--- config.mk ---
export PLATFORM = sky130hd
export DESIGN_NAME = xor_frame_deframer_flat
export DESIGN_NICKNAME = d
export VERILOG_FILES = /design/src/sv/xfd_pkg.sv /design/src/sv/xfd_if.sv /design/src/sv/xfd_check.sv /design/src/sv/xor_frame_deframer.sv /design/src/flat_wrapper.sv
export SDC_FILE = /design/constraint.sdc
export NUM_CORES = 1
export LEC_CHECK = 0
export BUFFER_PORTS_ARGS = -buffer_cell sky130_fd_sc_hd__buf_2
export CORE_MARGIN = 2
export CORE_UTILIZATION = 54
export CTS_BUF_LIST = sky130_fd_sc_hd__clkbuf_8
export CTS_CLUSTER_DIAMETER = 100
export DETAILED_ROUTE_END_ITERATION = 8
export HOLD_SLACK_MARGIN = 0.1
export PLACE_DENSITY = 0.9
export SYNTH_ARGS = -nofsm -noshare
export SYNTH_HDL_FRONTEND = slang
export SYNTH_SLANG_ARGS = --single-unit
--- constraint.sdc ---
create_clock -name clk -period 5 [get_ports clk]
set_input_delay 0.25 -clock clk [delete_from_list [all_inputs] [get_ports clk]]
set_output_delay 0.25 -clock clk [all_outputs]
set_load 0.03 [all_outputs]
--- src/sv/xfd_pkg.sv ---
// Package with the frame constants, status codes and word types of the deframer.
`default_nettype none

package xfd_pkg;

	localparam int unsigned FRAME_LEN = 19;

	localparam logic [7:0] HEAD_BYTE = 8'hAA;
	localparam logic [7:0] TAIL_BYTE = 8'h55;

	localparam logic [7:0] CMD_POS   = 8'd1;
	localparam logic [7:0] X_POS     = 8'd4;
	localparam logic [7:0] Y_POS     = 8'd8;
	localparam logic [7:0] FLAG_POS  = 8'd12;
	localparam logic [7:0] TIME_POS  = 8'd13;
	localparam logic [7:0] COUNT_MAX = 8'd255;

	localparam logic [7:0] FRAME_LEN_B = 8'(FRAME_LEN);
	localparam logic [7:0] XOR_LAST    = 8'(FRAME_LEN - 3);
	localparam logic [7:0] CSUM_POS    = 8'(FRAME_LEN - 2);
	localparam logic [7:0] LAST_POS    = 8'(FRAME_LEN - 1);

	typedef enum logic [1:0] {
		ST_OK   = 2'd0,
		ST_LEN  = 2'd1,
		ST_HEAD = 2'd2,
		ST_CSUM = 2'd3
	} status_t;

	typedef struct packed {
		logic [7:0] rx_byte;
		logic       end_of_chunk;
	} in_word_t;

	typedef struct packed {
		status_t     status;
		logic [7:0]  command;
		logic [31:0] target_x_bits;
		logic [31:0] target_y_bits;
		logic [7:0]  flag_byte;
		logic [31:0] target_time_bits;
	} out_word_t;

endpackage

`default_nettype wire

--- src/sv/xfd_if.sv ---
// Handshake interfaces for the received byte channel and the result channel.
`default_nettype none

interface xfd_in_if;
	logic       valid;
	logic       ready;
	logic [7:0] rx_byte;
	logic       end_of_chunk;

	modport source(output valid, rx_byte, end_of_chunk, input ready);
	modport sink(input valid, rx_byte, end_of_chunk, output ready);
endinterface

interface xfd_out_if;
	logic        valid;
	logic        ready;
	logic [1:0]  status;
	logic [7:0]  command;
	logic [31:0] target_x_bits;
	logic [31:0] target_y_bits;
	logic [7:0]  flag_byte;
	logic [31:0] target_time_bits;

	modport source(output valid, status, command, target_x_bits, target_y_bits,
		flag_byte, target_time_bits, input ready);
	modport sink(input valid, status, command, target_x_bits, target_y_bits,
		flag_byte, target_time_bits, output ready);
endinterface

`default_nettype wire

--- src/sv/xfd_check.sv ---
// Frame state, field capture and status decision for one received word.
`default_nettype none

module xfd_check (
	input  wire logic              clk,
	input  wire logic              arst_n,
	input  wire logic              en,
	input  wire xfd_pkg::in_word_t word,
	output logic                   res_valid,
	output xfd_pkg::out_word_t     res
);

	logic [7:0]  count_q;
	logic [7:0]  xor_q;
	logic        head_q;
	logic [7:0]  csum_q;
	logic [7:0]  cmd_q;
	logic [31:0] x_q;
	logic [31:0] y_q;
	logic [7:0]  flag_q;
	logic [31:0] time_q;

	logic [1:0]       time_lane;
	xfd_pkg::status_t status;

	assign time_lane = 2'(count_q - xfd_pkg::TIME_POS);

	always_comb begin
		if (count_q != xfd_pkg::LAST_POS) begin
			status = xfd_pkg::ST_LEN;
		end else if (!head_q || word.rx_byte != xfd_pkg::TAIL_BYTE) begin
			status = xfd_pkg::ST_HEAD;
		end else if (xor_q != csum_q) begin
			status = xfd_pkg::ST_CSUM;
		end else begin
			status = xfd_pkg::ST_OK;
		end
	end

	assign res_valid = en && word.end_of_chunk;

	always_comb begin
		res.status = status;
		if (status == xfd_pkg::ST_OK) begin
			res.command          = cmd_q;
			res.target_x_bits    = x_q;
			res.target_y_bits    = y_q;
			res.flag_byte        = flag_q;
			res.target_time_bits = time_q;
		end else begin
			res.command          = '0;
			res.target_x_bits    = '0;
			res.target_y_bits    = '0;
			res.flag_byte        = '0;
			res.target_time_bits = '0;
		end
	end

	always_ff @(posedge clk or negedge arst_n) begin
		if (!arst_n) begin
			count_q <= '0;
			xor_q   <= '0;
			head_q  <= 1'b0;
			csum_q  <= '0;
			cmd_q   <= '0;
			x_q     <= '0;
			y_q     <= '0;
			flag_q  <= '0;
			time_q  <= '0;
		end else if (en) begin
			if (count_q < xfd_pkg::FRAME_LEN_B) begin
				if (count_q == 8'd0) begin
					head_q <= (word.rx_byte == xfd_pkg::HEAD_BYTE);
				end
				if (count_q >= 8'd1 && count_q <= xfd_pkg::XOR_LAST) begin
					xor_q <= xor_q ^ word.rx_byte;
				end
				if (count_q == xfd_pkg::CSUM_POS) begin
					csum_q <= word.rx_byte;
				end
				if (count_q == xfd_pkg::CMD_POS) begin
					cmd_q <= word.rx_byte;
				end
				if (count_q >= xfd_pkg::X_POS && count_q < xfd_pkg::X_POS + 8'd4) begin
					x_q[count_q[1:0]*8 +: 8] <= word.rx_byte;
				end
				if (count_q >= xfd_pkg::Y_POS && count_q < xfd_pkg::Y_POS + 8'd4) begin
					y_q[count_q[1:0]*8 +: 8] <= word.rx_byte;
				end
				if (count_q == xfd_pkg::FLAG_POS) begin
					flag_q <= word.rx_byte;
				end
				if (count_q >= xfd_pkg::TIME_POS && count_q < xfd_pkg::TIME_POS + 8'd4) begin
					time_q[time_lane*8 +: 8] <= word.rx_byte;
				end
			end
			if (word.end_of_chunk) begin
				count_q <= '0;
				xor_q   <= '0;
				head_q  <= 1'b0;
				csum_q  <= '0;
			end else if (count_q != xfd_pkg::COUNT_MAX) begin
				count_q <= count_q + 8'd1;
			end
		end
	end

endmodule

`default_nettype wire

--- src/sv/xor_frame_deframer.sv ---
// Top level of the fixed-length frame deframer with XOR checksum.
//
// Channel  Role    Payload
// rx       sink    rx_byte, end_of_chunk
// result   source  status, command, target_x_bits, target_y_bits, flag_byte,
//                  target_time_bits
//
// One word is taken every cycle unless a stalled result holds rx.
// The word passes an input register, then the frame logic updates its state and
// loads the result register at the same edge; the result leaves from there.
// Reset clears the frame count, the checksum state and both valid flags.
// A stalled result holds the input register, which then stalls rx.
`default_nettype none

module xor_frame_deframer (
	input  wire logic clk,
	input  wire logic arst_n,
	xfd_in_if.sink    rx,
	xfd_out_if.source result
);

	logic                valid_s1;
	xfd_pkg::in_word_t   word_s1;
	logic                out_valid_q;
	xfd_pkg::out_word_t  out_q;

	logic                out_free;
	logic                en;
	logic                res_valid;
	xfd_pkg::out_word_t  res;

	assign out_free = !out_valid_q || result.ready;
	assign en       = valid_s1 && out_free;
	assign rx.ready = !valid_s1 || out_free;

	always_ff @(posedge clk or negedge arst_n) begin
		if (!arst_n) begin
			valid_s1 <= 1'b0;
		end else if (rx.ready) begin
			valid_s1 <= rx.valid;
		end
	end

	always_ff @(posedge clk) begin
		if (rx.ready && rx.valid) begin
			word_s1.rx_byte      <= rx.rx_byte;
			word_s1.end_of_chunk <= rx.end_of_chunk;
		end
	end

	xfd_check u_check (
		.clk       (clk),
		.arst_n    (arst_n),
		.en        (en),
		.word      (word_s1),
		.res_valid (res_valid),
		.res       (res)
	);

	always_ff @(posedge clk or negedge arst_n) begin
		if (!arst_n) begin
			out_valid_q <= 1'b0;
		end else if (out_free) begin
			out_valid_q <= res_valid;
		end
	end

	always_ff @(posedge clk) begin
		if (res_valid) begin
			out_q <= res;
		end
	end

	assign result.valid            = out_valid_q;
	assign result.status           = out_q.status;
	assign result.command          = out_q.command;
	assign result.target_x_bits    = out_q.target_x_bits;
	assign result.target_y_bits    = out_q.target_y_bits;
	assign result.flag_byte        = out_q.flag_byte;
	assign result.target_time_bits = out_q.target_time_bits;

endmodule

`default_nettype wire

--- src/flat_wrapper.sv ---
// flat-port wrapper written by rule: the top's interface ports become plain ports
module xor_frame_deframer_flat 
  (clk, arst_n, rx_valid, rx_rx_byte, rx_end_of_chunk, rx_ready, result_valid, result_status, result_command, result_target_x_bits, result_target_y_bits, result_flag_byte, result_target_time_bits, result_ready);
  xfd_in_if rx_i ();
  xfd_out_if result_i ();
  input  wire logic clk;
  input  wire logic arst_n;
  input wire logic [$bits(rx_i.valid)-1:0] rx_valid;
  input wire logic [$bits(rx_i.rx_byte)-1:0] rx_rx_byte;
  input wire logic [$bits(rx_i.end_of_chunk)-1:0] rx_end_of_chunk;
  output wire logic [$bits(rx_i.ready)-1:0] rx_ready;
  output wire logic [$bits(result_i.valid)-1:0] result_valid;
  output wire logic [$bits(result_i.status)-1:0] result_status;
  output wire logic [$bits(result_i.command)-1:0] result_command;
  output wire logic [$bits(result_i.target_x_bits)-1:0] result_target_x_bits;
  output wire logic [$bits(result_i.target_y_bits)-1:0] result_target_y_bits;
  output wire logic [$bits(result_i.flag_byte)-1:0] result_flag_byte;
  output wire logic [$bits(result_i.target_time_bits)-1:0] result_target_time_bits;
  input wire logic [$bits(result_i.ready)-1:0] result_ready;
  assign rx_i.valid = rx_valid;
  assign rx_i.rx_byte = rx_rx_byte;
  assign rx_i.end_of_chunk = rx_end_of_chunk;
  assign rx_ready = rx_i.ready;
  assign result_valid = result_i.valid;
  assign result_status = result_i.status;
  assign result_command = result_i.command;
  assign result_target_x_bits = result_i.target_x_bits;
  assign result_target_y_bits = result_i.target_y_bits;
  assign result_flag_byte = result_i.flag_byte;
  assign result_target_time_bits = result_i.target_time_bits;
  assign result_i.ready = result_ready;
  xor_frame_deframer u_core (.clk(clk), .arst_n(arst_n), .rx(rx_i), .result(result_i));
endmodule
==> flow_metrics.tcl <==
set metrics [dict create \
    cts-root-buf "clkbuf_8" \
    path_class "flip-flop to flip-flop" \
    crit_family "simple AND/OR/NAND/NOR gates" \
    syn-instance-count 773 \
    route.vias.total 6813 \
    synth-seq-area-share 0.663 \
    met1_usage 0.291 \
    required_ps 5380 \
    period_share 0.550 \
    stdcell_count 1218 \
    vias_per_cell 5.59 \
    grt.busiest_layer "met2" \
    worst_path_max_delay_cell "edfxtp_1" \
    num-nets-final 943 \
    core.rowCount 51 \
    tightestPinTransition_ps 1030 \
    clock_sinks 262 \
    dieArea_um2 21200 \
    overflow 0 \
    grt_max_degree 83 \
    setup_viol 0 \
    grt_antenna_before_repair 0 \
    cts_buffers 41 \
    io_buffers 128 \
    met2_usage 0.351 \
    async_flop_share 0.531 \
    ys_warn_count 0 \
    die_x_um 145 \
    gp_congestion 0.903 \
    clk_latency_ps 520 \
    drv_slew 0 \
    status "finished, final reports clean" \
    place_inst 1134 \
    areaGrowthSynthToFinish_pct 15.2 \
    end_kind "flip-flop" \
    path_cells "nand4b_1 -> or4_1 -> nor4_4 -> buf_4 -> and2_1" \
    dpl.hpwl_um 14500 \
    synthesis.nets 792 \
    path_buf_inv 1 \
    maxCapViolCount 0 \
    arrival_ps 3130 \
    grt_pass1_vias 6906 \
    hp-class "input pin to async pin" \
    die_h_um 145 \
    drcViolationCount 0 \
    rsz0062_at_grt "false" \
    netlist_area_um2 10800 \
    start_util 0.554 \
    antenna_cells 0 \
    synth_edf_count 123 \
    cts_tree "built" \
    ys_types 48 \
    wl_per_cell_um 19.0 \
    wl_um 23100 \
    h-tree-depth 2 \
    synthFlopType "dfrtp_1" \
    coreArea_um2 19500 \
    grt_usage 0.219 \
    grt_pass1_wl_um 36700 \
    slew_headroom 0.313 \
    period_minus_slack_ps 2750 \
    drive_gt1_frac 0.292 \
    powerDensity_nw_per_um2 386 \
    ir_drop_mv 0.195 \
    yosys_register_bits 262 \
    fillerInstances 1386 \
    clock_skew_ps 15.4 \
    cp_max_fo 76 \
    cp-start-kind "flip-flop" \
    postCtsSetupRepairBufs 0 \
    avgSynthCellArea_um2 14.0 \
    clockBufferDepth 3 \
    fin_tns_setup_ps 0 \
    hold_violations 0 \
    max_freq_mhz 363 \
    total_leakage_power_nw 5.52 \
    num_io_pins 129 \
    ant_nets 0 \
    drt_iter0_markers 571 \
    drt-pass1-iter-count 6 \
    clk_pin_slew_worst_paths_ps 60 \
    use_met3 0.0467 \
    slowest_delay_ps 790 \
]
repair_timing:
item / 4_1_cts / 5_1_grt
endpoints found under the hold margin: 67 / 0
hold buffers: 12 / 0
gates resized for setup: 0 / 0
placed cells by master (no fill, tap or decap), drive strengths merged, types with 2 or more instances in the layout:
cell type,count
nor4,4
or4,13
a22o,23
nor4b,2
o21bai,2
nor2b,5
clkbuf,44
and3,4
dlygate4sd3,12
nor3b,4
or3,3
nand3b,3
ha,6
mux2i,9
edfxtp,123
nand2,16
nand3,11
o31ai,11
a21oi,13
dfrtp,139
mux2,81
buf,136
inv,38
nand4,9
o21ai,22
and2,114
clkinv,11
xnor2,8
nor2,50
o41ai,2
nand2b,22
nor3,5
worst register-to-register path: stages (launching register included):
cell and delay (ps):
edfxtp_1 790, nand4b_1 150, or4_1 610, nor4_4 230
buf_4 530, and2_1 310
per-stage QoR:
step	hold slack (ps)	cell area (um^2)	power, mW	utilization	setup slack, ps
floorplan	-45.6	10800	3.03	-	1760
global placement	116	11600	3.20	0.595	2490
detailed placement	119	11600	3.23	0.595	2360
CTS	121	12500	4.82	0.638	2270
global route	144	12500	4.98	0.638	2120
finish	125	12500	4.81	0.638	2250
cells by family (layout without fill, tap and decap cells):
kind of cell             after synthesis  after routing  synth area share
AO/OA/AOI/OAI                         78             78            0.0492
adder cells (fa/ha/maj)                6              6           0.00694
AND/OR/NAND/NOR                      268            268             0.149
multiplexers                          90             90            0.0958
flip-flops                           262            262             0.663
buffers and inverters                 61            241            0.0288
XOR/XNOR                               8              8           0.00648
registers in the layout, summed over array words and instances, names as in the netlist:
name,count
u_core.result.target_time_bits,32
u_core.result.target_x_bits,32
u_core.result.target_y_bits,32
u_core.u_check.time_q,32
u_core.u_check.x_q,32
u_core.u_check.y_q,32
u_core.word_s1,9
u_core.result.command,8
u_core.result.flag_byte,8
u_core.u_check.cmd_q,8
u_core.u_check.count_q,8
u_core.u_check.csum_q,8
u_core.u_check.flag_q,8
u_core.u_check.xor_q,8
u_core.result.status,2
u_core.result.valid,1
u_core.u_check.head_q,1
u_core.valid_s1,1
synthesized netlist by cell type, drive strengths merged (2+ instances only):
library cell  count  area (um^2)
dfrtp           139         3480
edfxtp          123         3690
and2            114          713
mux2             81          946
nor2             50          203
a22o             23          201
clkbuf           22         82.6
nand2b           22          138
o21ai            22          110
inv              21         78.8
buf              18          150
nand2            16         60.1
a21oi            13         65.1
or4              13         97.6
nand3            11         67.6
o31ai            11         82.6
mux2i             9         90.1
nand4             9         56.3
xnor2             8         70.1
ha                6         75.1
nor2b             5         31.3
nor3              5         36.3
and3              4         25.0
nor3b             4         46.3
nor4              4         55.1
nand3b            3         22.5
or3               3         18.8
nor4b             2         17.5
o21bai            2         15.0
o41ai             2         17.5
power by group:
part / leakage, nW / internal [mW] / switching [mW] / total, mW
Sequential: 3.05 / 2.42 / 0.127 / 2.55
Combinational: 2.03 / 0.244 / 0.434 / 0.677
Clock: 0.434 / 0.807 / 0.777 / 1.58
cell type report:
cell class	count	area, um^2	share of cell area
repair buffers	148	823	0.0661
flip-flops and latches	262	7170	0.576
well taps	265	332	0.0266
clock inverters	28	110	0.00884
multi-input cells	450	3330	0.267
clock buffers	44	606	0.0486
inverters	21	81.3	0.00653
worst paths after layout:
check,start,end,slack (ps),depth (start not counted)
worst max-delay path,u_core.word_s1[1],u_core.result.target_time_bits[15],2250,5
worst min-delay path,arst_n,u_core.u_check.x_q[31],130,2
worst max register to register,u_core.word_s1[1],u_core.result.target_time_bits[15],2250,5
worst min register to register,u_core.u_check.time_q[11],u_core.u_check.time_q[11],500,1
max in group asynchronous,arst_n,u_core.u_check.flag_q[1],3590,3
min in group clk,result_ready,u_core.result.valid,340,3
per-layer routing:
layer | vias to the layer above | routed length [um]
li1 | 3068 | -
met1 | 3341 | 9170
met2 | 329 | 11300
met3 | 75 | 1740
met4 | 0 | 907
met5 | - | 0
(Power assumes the default switching activity.)
